### config.mk
export PLATFORM = sky130hd
export DESIGN_NAME = gps_binary_frame_parser
export DESIGN_NICKNAME = d
export VERILOG_FILES = /design/src/rtl/gbfp_pkg.sv /design/src/rtl/gbfp_assembler.sv /design/src/rtl/gbfp_judge.sv /design/src/rtl/gps_binary_frame_parser.sv
export SDC_FILE = /design/constraint.sdc
export NUM_CORES = 1
export LEC_CHECK = 0
export BUFFER_PORTS_ARGS = -buffer_cell sky130_fd_sc_hd__buf_2
export CORE_ASPECT_RATIO = 0.75
export CORE_MARGIN = 8
export CORE_UTILIZATION = 61
export CTS_CLUSTER_DIAMETER = 150
export CTS_CLUSTER_SIZE = 20
export DETAILED_ROUTE_END_ITERATION = 10
export PLACE_DENSITY = 0.87
export SLEW_MARGIN = 20
export SYNTH_ARGS = -nofsm -noshare
export SYNTH_HDL_FRONTEND = slang
export SYNTH_SLANG_ARGS = --single-unit
### constraint.sdc
create_clock -name clk_i -period 35 [get_ports clk_i]
set_input_delay 5.25 -clock clk_i [delete_from_list [all_inputs] [get_ports clk_i]]
set_output_delay 5.25 -clock clk_i [all_outputs]
set_load 0.03 [all_outputs]
### src/rtl/gbfp_pkg.sv
// Shared types, constants and helpers for the binary GPS frame parser.
package gbfp_pkg;

  localparam int unsigned FrameLen  = 37;
  localparam int unsigned StoreLen  = FrameLen - 1;
  localparam int unsigned SumFirst  = 2;
  localparam int unsigned SumLast   = 34;
  localparam int unsigned CkAPos    = 35;
  localparam int unsigned CkBPos    = 36;
  localparam int unsigned PosW      = 6;
  localparam logic [7:0]  Hdr0      = 8'hD0;
  localparam logic [7:0]  Hdr1      = 8'hDD;

  typedef enum logic [1:0] {
    STATUS_OK    = 2'd0,
    STATUS_CKSUM = 2'd1,
    STATUS_HDR   = 2'd2
  } status_e;

  // Frame bytes 0..35; the newest byte sits at index 0.
  typedef logic [StoreLen-1:0][7:0] frame_bytes_t;

  // Check-time view handed from the assembler to the judge.
  typedef struct packed {
    logic       judge;      // byte 36 accepted this cycle, frame complete
    logic       at_end;     // next byte is frame byte 36
    logic [7:0] last_byte;  // the byte being accepted (checksum B)
    logic [7:0] sum_a;
    logic [7:0] sum_b;
  } chk_t;

  typedef struct packed {
    status_e            status;
    logic signed [31:0] latitude;
    logic signed [31:0] longitude;
    logic signed [31:0] altitude;
    logic signed [31:0] ground_speed;
    logic signed [31:0] heading;
    logic [7:0]         satellites;
    logic [7:0]         fix_type;
    logic signed [31:0] date_code;
    logic signed [31:0] utc_time;
    logic [15:0]        hdop;
  } result_t;

  // Frame byte k of a complete 36-byte store.
  function automatic logic [7:0] byte_at(frame_bytes_t f, int unsigned k);
    return f[StoreLen-1-k];
  endfunction

  function automatic logic [31:0] le32(frame_bytes_t f, int unsigned k);
    return {byte_at(f, k + 3), byte_at(f, k + 2), byte_at(f, k + 1), byte_at(f, k)};
  endfunction

endpackage

### src/rtl/gbfp_assembler.sv
// Byte counter, Fletcher sums and frame shift line.
module gbfp_assembler (
  input  logic                  clk_i,
  input  logic                  rst_ni,
  input  logic                  accept_i,
  input  logic [7:0]            rx_byte_i,
  input  logic                  restart_i,
  output gbfp_pkg::chk_t        chk_o,
  output gbfp_pkg::frame_bytes_t frame_o
);

  logic [gbfp_pkg::PosW-1:0] pos_q, pos_d, pos_eff;
  logic [7:0]                sum_a_q, sum_a_d, sum_a_base, sum_a_new;
  logic [7:0]                sum_b_q, sum_b_d, sum_b_base, sum_b_new;
  gbfp_pkg::frame_bytes_t    shift_q;
  logic                      in_sum, at_ck_b;

  always_comb begin
    pos_eff    = restart_i ? '0 : pos_q;
    sum_a_base = restart_i ? '0 : sum_a_q;
    sum_b_base = restart_i ? '0 : sum_b_q;
    in_sum     = (pos_eff >= gbfp_pkg::PosW'(gbfp_pkg::SumFirst))
              && (pos_eff <= gbfp_pkg::PosW'(gbfp_pkg::SumLast));
    at_ck_b    = (pos_eff == gbfp_pkg::PosW'(gbfp_pkg::CkBPos));
    sum_a_new  = in_sum ? sum_a_base + rx_byte_i : sum_a_base;
    sum_b_new  = in_sum ? sum_b_base + sum_a_new : sum_b_base;
    if (at_ck_b) begin
      pos_d   = '0;
      sum_a_d = '0;
      sum_b_d = '0;
    end else begin
      pos_d   = pos_eff + 1'b1;
      sum_a_d = sum_a_new;
      sum_b_d = sum_b_new;
    end
  end

  always_ff @(posedge clk_i or negedge rst_ni) begin
    if (!rst_ni) begin
      pos_q   <= '0;
      sum_a_q <= '0;
      sum_b_q <= '0;
    end else if (accept_i) begin
      pos_q   <= pos_d;
      sum_a_q <= sum_a_d;
      sum_b_q <= sum_b_d;
    end
  end

  // Shift in every stored byte; hold on the checksum-B byte.
  always_ff @(posedge clk_i) begin
    if (accept_i && !at_ck_b) begin
      shift_q <= {shift_q[gbfp_pkg::StoreLen-2:0], rx_byte_i};
    end
  end

  assign chk_o.judge     = accept_i && at_ck_b;
  assign chk_o.at_end    = (pos_q == gbfp_pkg::PosW'(gbfp_pkg::CkBPos));
  assign chk_o.last_byte = rx_byte_i;
  assign chk_o.sum_a     = sum_a_q;
  assign chk_o.sum_b     = sum_b_q;
  assign frame_o         = shift_q;

endmodule

### src/rtl/gbfp_judge.sv
// Checksum and header test, field extraction and result register.
module gbfp_judge (
  input  logic                   clk_i,
  input  logic                   rst_ni,
  input  gbfp_pkg::chk_t         chk_i,
  input  gbfp_pkg::frame_bytes_t frame_i,
  input  logic                   out_stall_i,
  output logic                   out_valid_o,
  output gbfp_pkg::result_t      result_o
);

  gbfp_pkg::result_t res_d, res_q;
  logic              valid_q, valid_d;
  logic              ck_bad, hdr_bad;

  always_comb begin
    ck_bad  = (chk_i.sum_a != gbfp_pkg::byte_at(frame_i, gbfp_pkg::CkAPos))
           || (chk_i.sum_b != chk_i.last_byte);
    hdr_bad = (gbfp_pkg::byte_at(frame_i, 0) != gbfp_pkg::Hdr0)
           || (gbfp_pkg::byte_at(frame_i, 1) != gbfp_pkg::Hdr1);
    res_d = '0;
    if (ck_bad) begin
      res_d.status = gbfp_pkg::STATUS_CKSUM;
    end else if (hdr_bad) begin
      res_d.status = gbfp_pkg::STATUS_HDR;
    end else begin
      res_d.status       = gbfp_pkg::STATUS_OK;
      res_d.latitude     = gbfp_pkg::le32(frame_i, 3);
      res_d.longitude    = gbfp_pkg::le32(frame_i, 7);
      res_d.altitude     = gbfp_pkg::le32(frame_i, 11);
      res_d.ground_speed = gbfp_pkg::le32(frame_i, 15);
      res_d.heading      = gbfp_pkg::le32(frame_i, 19);
      res_d.satellites   = gbfp_pkg::byte_at(frame_i, 23);
      res_d.fix_type     = gbfp_pkg::byte_at(frame_i, 24);
      res_d.date_code    = gbfp_pkg::le32(frame_i, 25);
      res_d.utc_time     = gbfp_pkg::le32(frame_i, 29);
      res_d.hdop         = {gbfp_pkg::byte_at(frame_i, 34), gbfp_pkg::byte_at(frame_i, 33)};
    end
    // Load on a new result, drop once the receiver takes it.
    if (chk_i.judge) begin
      valid_d = 1'b1;
    end else if (!out_stall_i) begin
      valid_d = 1'b0;
    end else begin
      valid_d = valid_q;
    end
  end

  always_ff @(posedge clk_i or negedge rst_ni) begin
    if (!rst_ni) begin
      valid_q <= 1'b0;
    end else begin
      valid_q <= valid_d;
    end
  end

  always_ff @(posedge clk_i) begin
    if (chk_i.judge) begin
      res_q <= res_d;
    end
  end

  assign out_valid_o = valid_q;
  assign result_o    = res_q;

endmodule

### src/rtl/gps_binary_frame_parser.sv
// Top level of the binary GPS frame parser.
//
// Input channel: one serial byte per transaction on rx_byte_i, qualified by
// in_valid_i and taken when in_stall_o is low. restart_i set with a byte
// drops any partial frame and makes that byte frame byte 0.
// Output channel: one result per 37-byte frame, presented on out_valid_o
// and taken when out_stall_i is low. status_o is 0 for a good frame, 1 on
// a checksum mismatch (tested first), 2 on a wrong header; error results
// carry zero in every other field.
// The result appears in the cycle after frame byte 36 is accepted.
// Throughput: one byte per cycle while in_stall_o is low. in_stall_o
// rises only while a result is waiting, the receiver stalls it and the
// byte position has reached 36, whether or not the next byte carries
// restart; all other bytes keep flowing into the frame shift line
// meanwhile.
// Reset clears the byte position, both sums and the result valid flag;
// the frame bytes themselves are not reset since each frame rewrites them.
module gps_binary_frame_parser (
  input  logic               clk_i,
  input  logic               rst_ni,
  input  logic               in_valid_i,
  output logic               in_stall_o,
  input  logic [7:0]         rx_byte_i,
  input  logic               restart_i,
  output logic               out_valid_o,
  input  logic               out_stall_i,
  output logic [1:0]         status_o,
  output logic signed [31:0] latitude_o,
  output logic signed [31:0] longitude_o,
  output logic signed [31:0] altitude_o,
  output logic signed [31:0] ground_speed_o,
  output logic signed [31:0] heading_o,
  output logic [7:0]         satellites_o,
  output logic [7:0]         fix_type_o,
  output logic signed [31:0] date_code_o,
  output logic signed [31:0] utc_time_o,
  output logic [15:0]        hdop_o
);

  gbfp_pkg::chk_t         chk;
  gbfp_pkg::frame_bytes_t frame;
  gbfp_pkg::result_t      result;
  logic                   accept;

  // Hold the input only when a frame-closing byte could find the result
  // register occupied and blocked.
  assign in_stall_o = out_valid_o && out_stall_i && chk.at_end;
  assign accept     = in_valid_i && !in_stall_o;

  gbfp_assembler u_asm (
    .clk_i     (clk_i),
    .rst_ni    (rst_ni),
    .accept_i  (accept),
    .rx_byte_i (rx_byte_i),
    .restart_i (restart_i),
    .chk_o     (chk),
    .frame_o   (frame)
  );

  gbfp_judge u_judge (
    .clk_i       (clk_i),
    .rst_ni      (rst_ni),
    .chk_i       (chk),
    .frame_i     (frame),
    .out_stall_i (out_stall_i),
    .out_valid_o (out_valid_o),
    .result_o    (result)
  );

  assign status_o       = result.status;
  assign latitude_o     = result.latitude;
  assign longitude_o    = result.longitude;
  assign altitude_o     = result.altitude;
  assign ground_speed_o = result.ground_speed;
  assign heading_o      = result.heading;
  assign satellites_o   = result.satellites;
  assign fix_type_o     = result.fix_type;
  assign date_code_o    = result.date_code;
  assign utc_time_o     = result.utc_time;
  assign hdop_o         = result.hdop;

  // A frame-closing transaction never lands on a blocked result register.
  a_no_overwrite : assert property (@(posedge clk_i) disable iff (!rst_ni)
    chk.judge |-> !(out_valid_o && out_stall_i))
    else $error("result register overwritten while stalled");

  // A closed frame shows a result on the next cycle.
  a_result_follows : assert property (@(posedge clk_i) disable iff (!rst_ni)
    chk.judge |=> out_valid_o)
    else $error("no result after frame byte 36");

  // Error results carry zero fields.
  a_error_zero : assert property (@(posedge clk_i) disable iff (!rst_ni)
    (out_valid_o && status_o != gbfp_pkg::STATUS_OK) |->
      (latitude_o == 0 && utc_time_o == 0 && hdop_o == 0 && satellites_o == 0))
    else $error("error result with nonzero fields");

  // Stall on the input only ever comes from a waiting result.
  a_stall_cause : assert property (@(posedge clk_i) disable iff (!rst_ni)
    in_stall_o |-> (out_valid_o && chk.at_end))
    else $error("input stalled without a pending result");

endmodule

==> results of run 1 <==
## registers in the layout, indices dropped and copies added (netlist names)
signal and cells:
u_asm.frame_o 288, u_asm.sum_b_q 8, u_judge.result_o 258, u_asm.pos_q 6
u_judge.out_valid_o 1, u_asm.sum_a_q 8
## layout by cell type, fill, tap and decap left out, types with 14 or more instances in the layout
master,instances
edfxtp_1,546
buf_2,272
and2_1,256
clkbuf_16,34
xor2_1,27
nand2_1,26
o21ai_0,25
dfrtp_1,23
inv_1,14
nor2b_1,14
ha_1,14
## power by group
| part | internal [mW] | total [mW] | switching [mW] |
|---|---|---|---|
| Sequential | 0.768 | 0.785 | 0.0175 |
| Clock | 0.181 | 0.383 | 0.202 |
| Combinational | 0.0196 | 0.0501 | 0.0305 |
## per-stage QoR
stage	utilization	std cells	power [mW]
2_1_floorplan	-	1091	0.8357
3_3_place_gp	0.6671	1778	0.8461
3_5_place_dp	0.6671	1778	0.8496
4_1_cts	0.6954	1826	1.229
5_1_grt	0.6954	1826	1.259
6_report	0.6954	1826	1.218
## kinds of logic after synthesis
| group | count (synthesis) | share of synthesized area |
|---|---|---|
| AO/OA/AOI/OAI | 76 | 0.02490 |
| AND/OR/NAND/NOR | 341 | 0.1016 |
| buffers and inverters | 56 | 0.01257 |
| XOR/XNOR | 30 | 0.01294 |
| adder cells (fa/ha/maj) | 16 | 0.01060 |
| multiplexers | 3 | 0.001541 |
| flip-flops | 569 | 0.8358 |
## path summary, 6_finish.rpt
path / cells past startpoint / slack [ps] / from / endpoint
min: 0 / 420 / u_asm.frame_o[265] / u_asm.frame_o[273]
max: 5 / 23570 / out_stall_i / in_stall_o
min reg2reg: 0 / 420 / u_asm.frame_o[265] / u_asm.frame_o[273]
max reg2reg: 17 / 30710 / u_asm.sum_a_q[0] / u_asm.sum_b_q[7]
min in group asynchronous: 1 / 4700 / rst_ni / u_judge.out_valid_o
max in group asynchronous: 1 / 29920 / rst_ni / u_asm.sum_a_q[0]
## routing by layer
layer / share of wire / track usage
met5: 0 / 0
met4: 0.022 / 0.04942
met3: 0.088 / 0.05440
met2: 0.49 / 0.3042
met1: 0.41 / 0.2399
## layout make-up
cell class / count / area share
inverter: 15 / 0.002767
clock buffer: 44 / 0.03852
sequential: 569 / 0.7359
multi-input combinational: 466 / 0.1341
tap: 450 / 0.02442
timing repair buffer: 278 / 0.06207
clock inverter: 4 / 0.002170
==> impl_metrics.csv, run 1 <==
group,metric,value,unit
critical_path,startpoint_type,"input port",
floorplan,die_h,174,microns
sta,fmax,87.49,MHz
power,vdd_drop_max,40.96,uV
sta,slew_headroom,0.2754,
logic_synthesis,synth_async_sr_flop_share,0.04042,
logic_synthesis,synth_top_area_cell,"edfxtp_1",
critical_path,crit_required,29750,ps
logic_synthesis,syn_nets,1120,
critical_path,worst_path_max_delay_cell,"nor4bb_1",
floorplan,rows,58,
power,p_leak,9.582,nW
logic_synthesis,avgSynthCellArea,18.61,sq um
power,p_per_area,52.83,nW/um^2
floorplan,die_w,226.7,microns
critical_path,critPathTopFamily,"simple AND/OR/NAND/NOR gates",
sta,finalSetupViolCount,0,
cts,clock_latency,540,ps
logic_synthesis,synth_flop_cell,"edfxtp_1",
sta,layout_setup_ws,23570,ps
critical_path,cp_max_fo,3,
cts,cts_resized,0,
route,final_antenna_net_count,0,
logic_synthesis,synth.most_common_cell,"edfxtp_1",
logic_synthesis,netlist_area,20300,sq um
logic_synthesis,synthDistinctLibCells,56,
route,drcViolationCount,0,
route,first_pass_iters,5,
logic_synthesis,synth_cells,1091,
logic_synthesis,synth_edf_count,546,
sta,tightest_slew,1087,ps
sta,fin_crit_sh,0.3266,
cts,post_cts_buffers,0,
cts,h-tree-depth,2,
final_layout,area_delta_synth_final,13.58,%
cts,clkSinkCount,569,
final_layout,drive_gt1_frac,0.2391,
logic_synthesis,synth.area.top_cells,"edfxtp_1, and2_1, dfrtp_1, xor2_1, ha_1",
critical_path,path_common_cell,"buf_2",
placement,port_buffers,272,
sta,fin_skew,19.21,ps
sta,hold_viol_final,0,
final_layout,n_antenna_cell,0,
critical_path,cp.arrival,6180,ps
global_route,grt_pass1_vias,9817,
global_route,grt_usage,0.1849,
placement,dpl-instance-area,22120,sq um
cts,clk_root_buffer_cell,"clkbuf_16",
placement,dpl.hpwl,23900,microns
placement,place.gp.congestion,0.8999,
global_route,antenna_found_initial,0,
cts,clk_pin_slew,80,ps
hold_path,holdCritPathClass,"reg -> reg",
final_layout,nNetsFinal,1393,
floorplan,start_util,0.6122,
critical_path,cpPeakStageDelay,420,ps
logic_synthesis,synth-seq-cells,569,
logic_synthesis,synth_commonest_cells,"edfxtp_1, and2_1, xor2_1",
route,wl_per_cell,20.56,microns
route,vias_per_cell,5.354,
route,wirelength,37550,microns
cts,postCtsHoldBufs,0,
logic_synthesis,synth_top_area_frac,0.8075,
sta,finalMaxSlewViolations,0,
logic_synthesis,ys_warn_count,0,
cts,cts_tree,"yes",
global_route,grt_max_degree,257,
cts,clock_path_buffers,3,
cts,cts_buffers,34,
placement,place_ws,23590,ps
final_layout,multi_input_area,3093,sq um
final_layout,layout.area.seq,16970,sq um
run,timing.max_cap.violations,0,
critical_path,critPathKind,"in -> out",
sta,hold_ws,422.2,ps
floorplan,core_area,33160,sq um
logic_synthesis,ys_seq_area_frac,0.8358,
sta,period_minus_slack,11430,ps
floorplan,io_pins,273,
floorplan,dieArea,39440,sq um
critical_path,critical_path_buf_inv_count,3,
critical_path,end_kind,"primary output",
global_route,grt_overflow,0,
route,drtIter0Drc,916,
critical_path,path_cells,"buf_2 -> nor4bb_1 -> nand2_1 -> inv_1 -> buf_2",
sta,tns,0,ps
route,vias,9776,
final_layout,fillers,2060,
sta,rsz0062_at_grt,"false",
global_route,grt_pass1_wl,56150,microns
run_status,status,"complete, no violations",
final_layout,finalInstanceArea,23060,sq um
Power figures use the tool's default switching activity.
==> run 2: changes to the inputs <==
- CORE_UTILIZATION: 61 -> 51
- PLACE_DENSITY: 0.87 -> 0.78
- clock period: 35 -> 9.2 ns (I/O delays scaled with it)
==> run 2 against run 1 <==
Global-route usage fell by 2.1 points. Total power rose to 3.8 times the previous value. Cell area rose by 0.80%. First-iteration DRC count fell by 14%. Non-clock buffer count rose by 4. Routed wire length rose by 3.7%. Highest routed layer unchanged.
==> impl_metrics.csv, run 2 (synthesized netlist as in run 1, its figures left out) <==
group,metric,value,unit
route,wirelength,38940,microns
final_layout,n_antenna_cell,0,
critical_path,critPathKind,"in -> reg",
critical_path,startpoint_type,"input port",
final_layout,area_delta_synth_final,14.49,%
critical_path,r2r_setup_slack,5220,ps
global_route,grt_max_degree,194,
sta,fin_crit_sh,0.5478,
critical_path,r2r-start,"u_asm.sum_a_q[0]",
sta,tightest_slew,1026,ps
route,first_pass_iters,5,
cts,cts_tree,"yes",
cts,clock_latency,540,ps
sta,hold_viol_final,0,
cts,h-tree-depth,2,
hold_path,holdPathStages,0,
global_route,antenna_found_initial,0,
power,p_seq_frac,0.640,
run,timing.max_cap.violations,0,
sta,period_minus_slack,5040,ps
sta,slew_headroom,0.3162,
final_layout,mostFrequentLayoutCells,"edfxtp_1, buf_2, and2_1, clkbuf_16, xor2_1",
power,comb_power_share,0.043,
sta,finalMaxSlewViolations,0,
cts,clock_path_buffers,3,
floorplan,rows,63,
cts,clk_pin_slew,90,ps
power,p_per_area,200.7,nW/um^2
placement,port_buffers,272,
sta,rsz0062_at_grt,"false",
final_layout,nNetsFinal,1397,
critical_path,reg2reg_depth,17,
power,vdd_drop_max,141.2,uV
power,switching_share,0.2063,
critical_path,crit_required,9660,ps
floorplan,die_h,188.8,microns
global_route,grt_overflow,0,
hold_path,min_from,"u_asm.frame_o[268]",
critical_path,r2r_end,"u_asm.sum_b_q[7]",
power,netSwitchingPower,0.9623,mW
hold_path,holdCritPathClass,"reg -> reg",
final_layout,largest_reg_flops,288,
route,vias_per_cell,5.128,
route,vias,9749,
critical_path,end_kind,"flop",
power,p_leak,9.624,nW
power,internal-power,3.702,mW
critical_path,cp.arrival,5500,ps
cts,post_cts_buffers,0,
sta,finalSetupViolCount,0,
cts,clkSinkCount,569,
power,clkPwrFrac,0.317,
route,drcViolationCount,0,
run_status,status,"complete, no violations",
route,wl_per_cell,20.48,microns
floorplan,core_area,39410,sq um
placement,place.gp.congestion,0.8793,
sta,hold_ws,420.3,ps
cts,cts_resized,0,
cts,postCtsHoldBufs,0,
sta,fin_skew,20.54,ps
sta,tns,0,ps
critical_path,cp_max_fo,36,
hold_path,worstHoldEndpoint,"u_asm.frame_o[276]",
cts,clk_root_buffer_cell,"clkbuf_16",
floorplan,io_pins,273,
final_layout,drive_gt1_frac,0.2411,
final_layout,layout_commonest_cell,"edfxtp_1",
floorplan,die_w,246.4,microns
placement,dpl.hpwl,25730,microns
final_layout,fillers,2913,
sta,fmax,198.4,MHz
route,drtIter0Drc,786,
cts,cts_buffers,34,
floorplan,dieArea,46520,sq um
global_route,grt_pass1_vias,9835,
global_route,grt_pass1_wl,59020,microns
route,final_antenna_net_count,0,
global_route,grt_usage,0.1640,
floorplan,start_util,0.5152,
## run 2: area by class of cell
class / instances / area (sq um) / share of cell area
repair buffers: 282 / 1505 / 0.06475
flip-flops and latches: 569 / 16970 / 0.7301
multi-input cells: 466 / 3093 / 0.1331
clock inverters: 3 / 48.80 / 0.002099
inverters: 15 / 60.06 / 0.002584
well taps: 520 / 650.6 / 0.02799
clock buffers: 46 / 917.1 / 0.03945
## run 2: power groups by stage
stage                     clock (mW)  combinational (mW)  sequential, mW
final                           1.48               0.199            2.99
after global routing            1.62               0.222            3.00
after global placement             0               0.196            3.04
after CTS                       1.53               0.198            2.99
after detailed placement           0               0.196            3.04
after floorplan                    0               0.157            3.02
## run 2: worst max-delay path by stage
stage                                   to  cells after the start      start  slack (ps)
after global placement    u_asm.sum_b_q[7]                     18  restart_i        3850
after global routing      u_asm.sum_b_q[7]                     18  restart_i        3890
after detailed placement  u_asm.sum_b_q[7]                     18  restart_i        3710
after floorplan           u_asm.frame_o[0]                      9  restart_i        1650
after CTS                 u_asm.sum_b_q[7]                     18  restart_i        4270
final                     u_asm.sum_b_q[7]                     18  restart_i        4160
## run 2: metal layers
| metal | vias up | share of wire | global-route usage |
|---|---|---|---|
| met5 | - | 0 | 0 |
| met4 | 0 | 0.015 | 0.03324 |
| met3 | 48 | 0.11 | 0.06763 |
| met2 | 314 | 0.45 | 0.2464 |
| met1 | 4865 | 0.42 | 0.2246 |
| li1 | 4522 | - | - |
## run 2: worst max-delay path: stages
cell and delay [ps]:
buf_2 510, nor2_1 260, inv_1 130, ha_1 130
and2b_2 200, o21ai_1 130, o31ai_1 100, buf_4 190
nor2_1 230, mux2i_1 320, ha_1 290, a211oi_1 230
o21bai_1 160, o41ai_1 490, xor2_1 170, a211o_1 280
o21ai_2 60, mux2i_1 210
## run 2: per-stage QoR
stage	area (sq um)	total power [mW]	setup WS (ps)	util	std cells
floorplan	20320	3.174	1653	-	1091
global placement	22220	3.237	3851	0.5638	1850
detailed placement	22250	3.241	3715	0.5645	1851
CTS	23210	4.718	4269	0.5890	1900
global route	23250	4.839	3890	0.5898	1901
finish	23250	4.665	4160	0.5898	1901
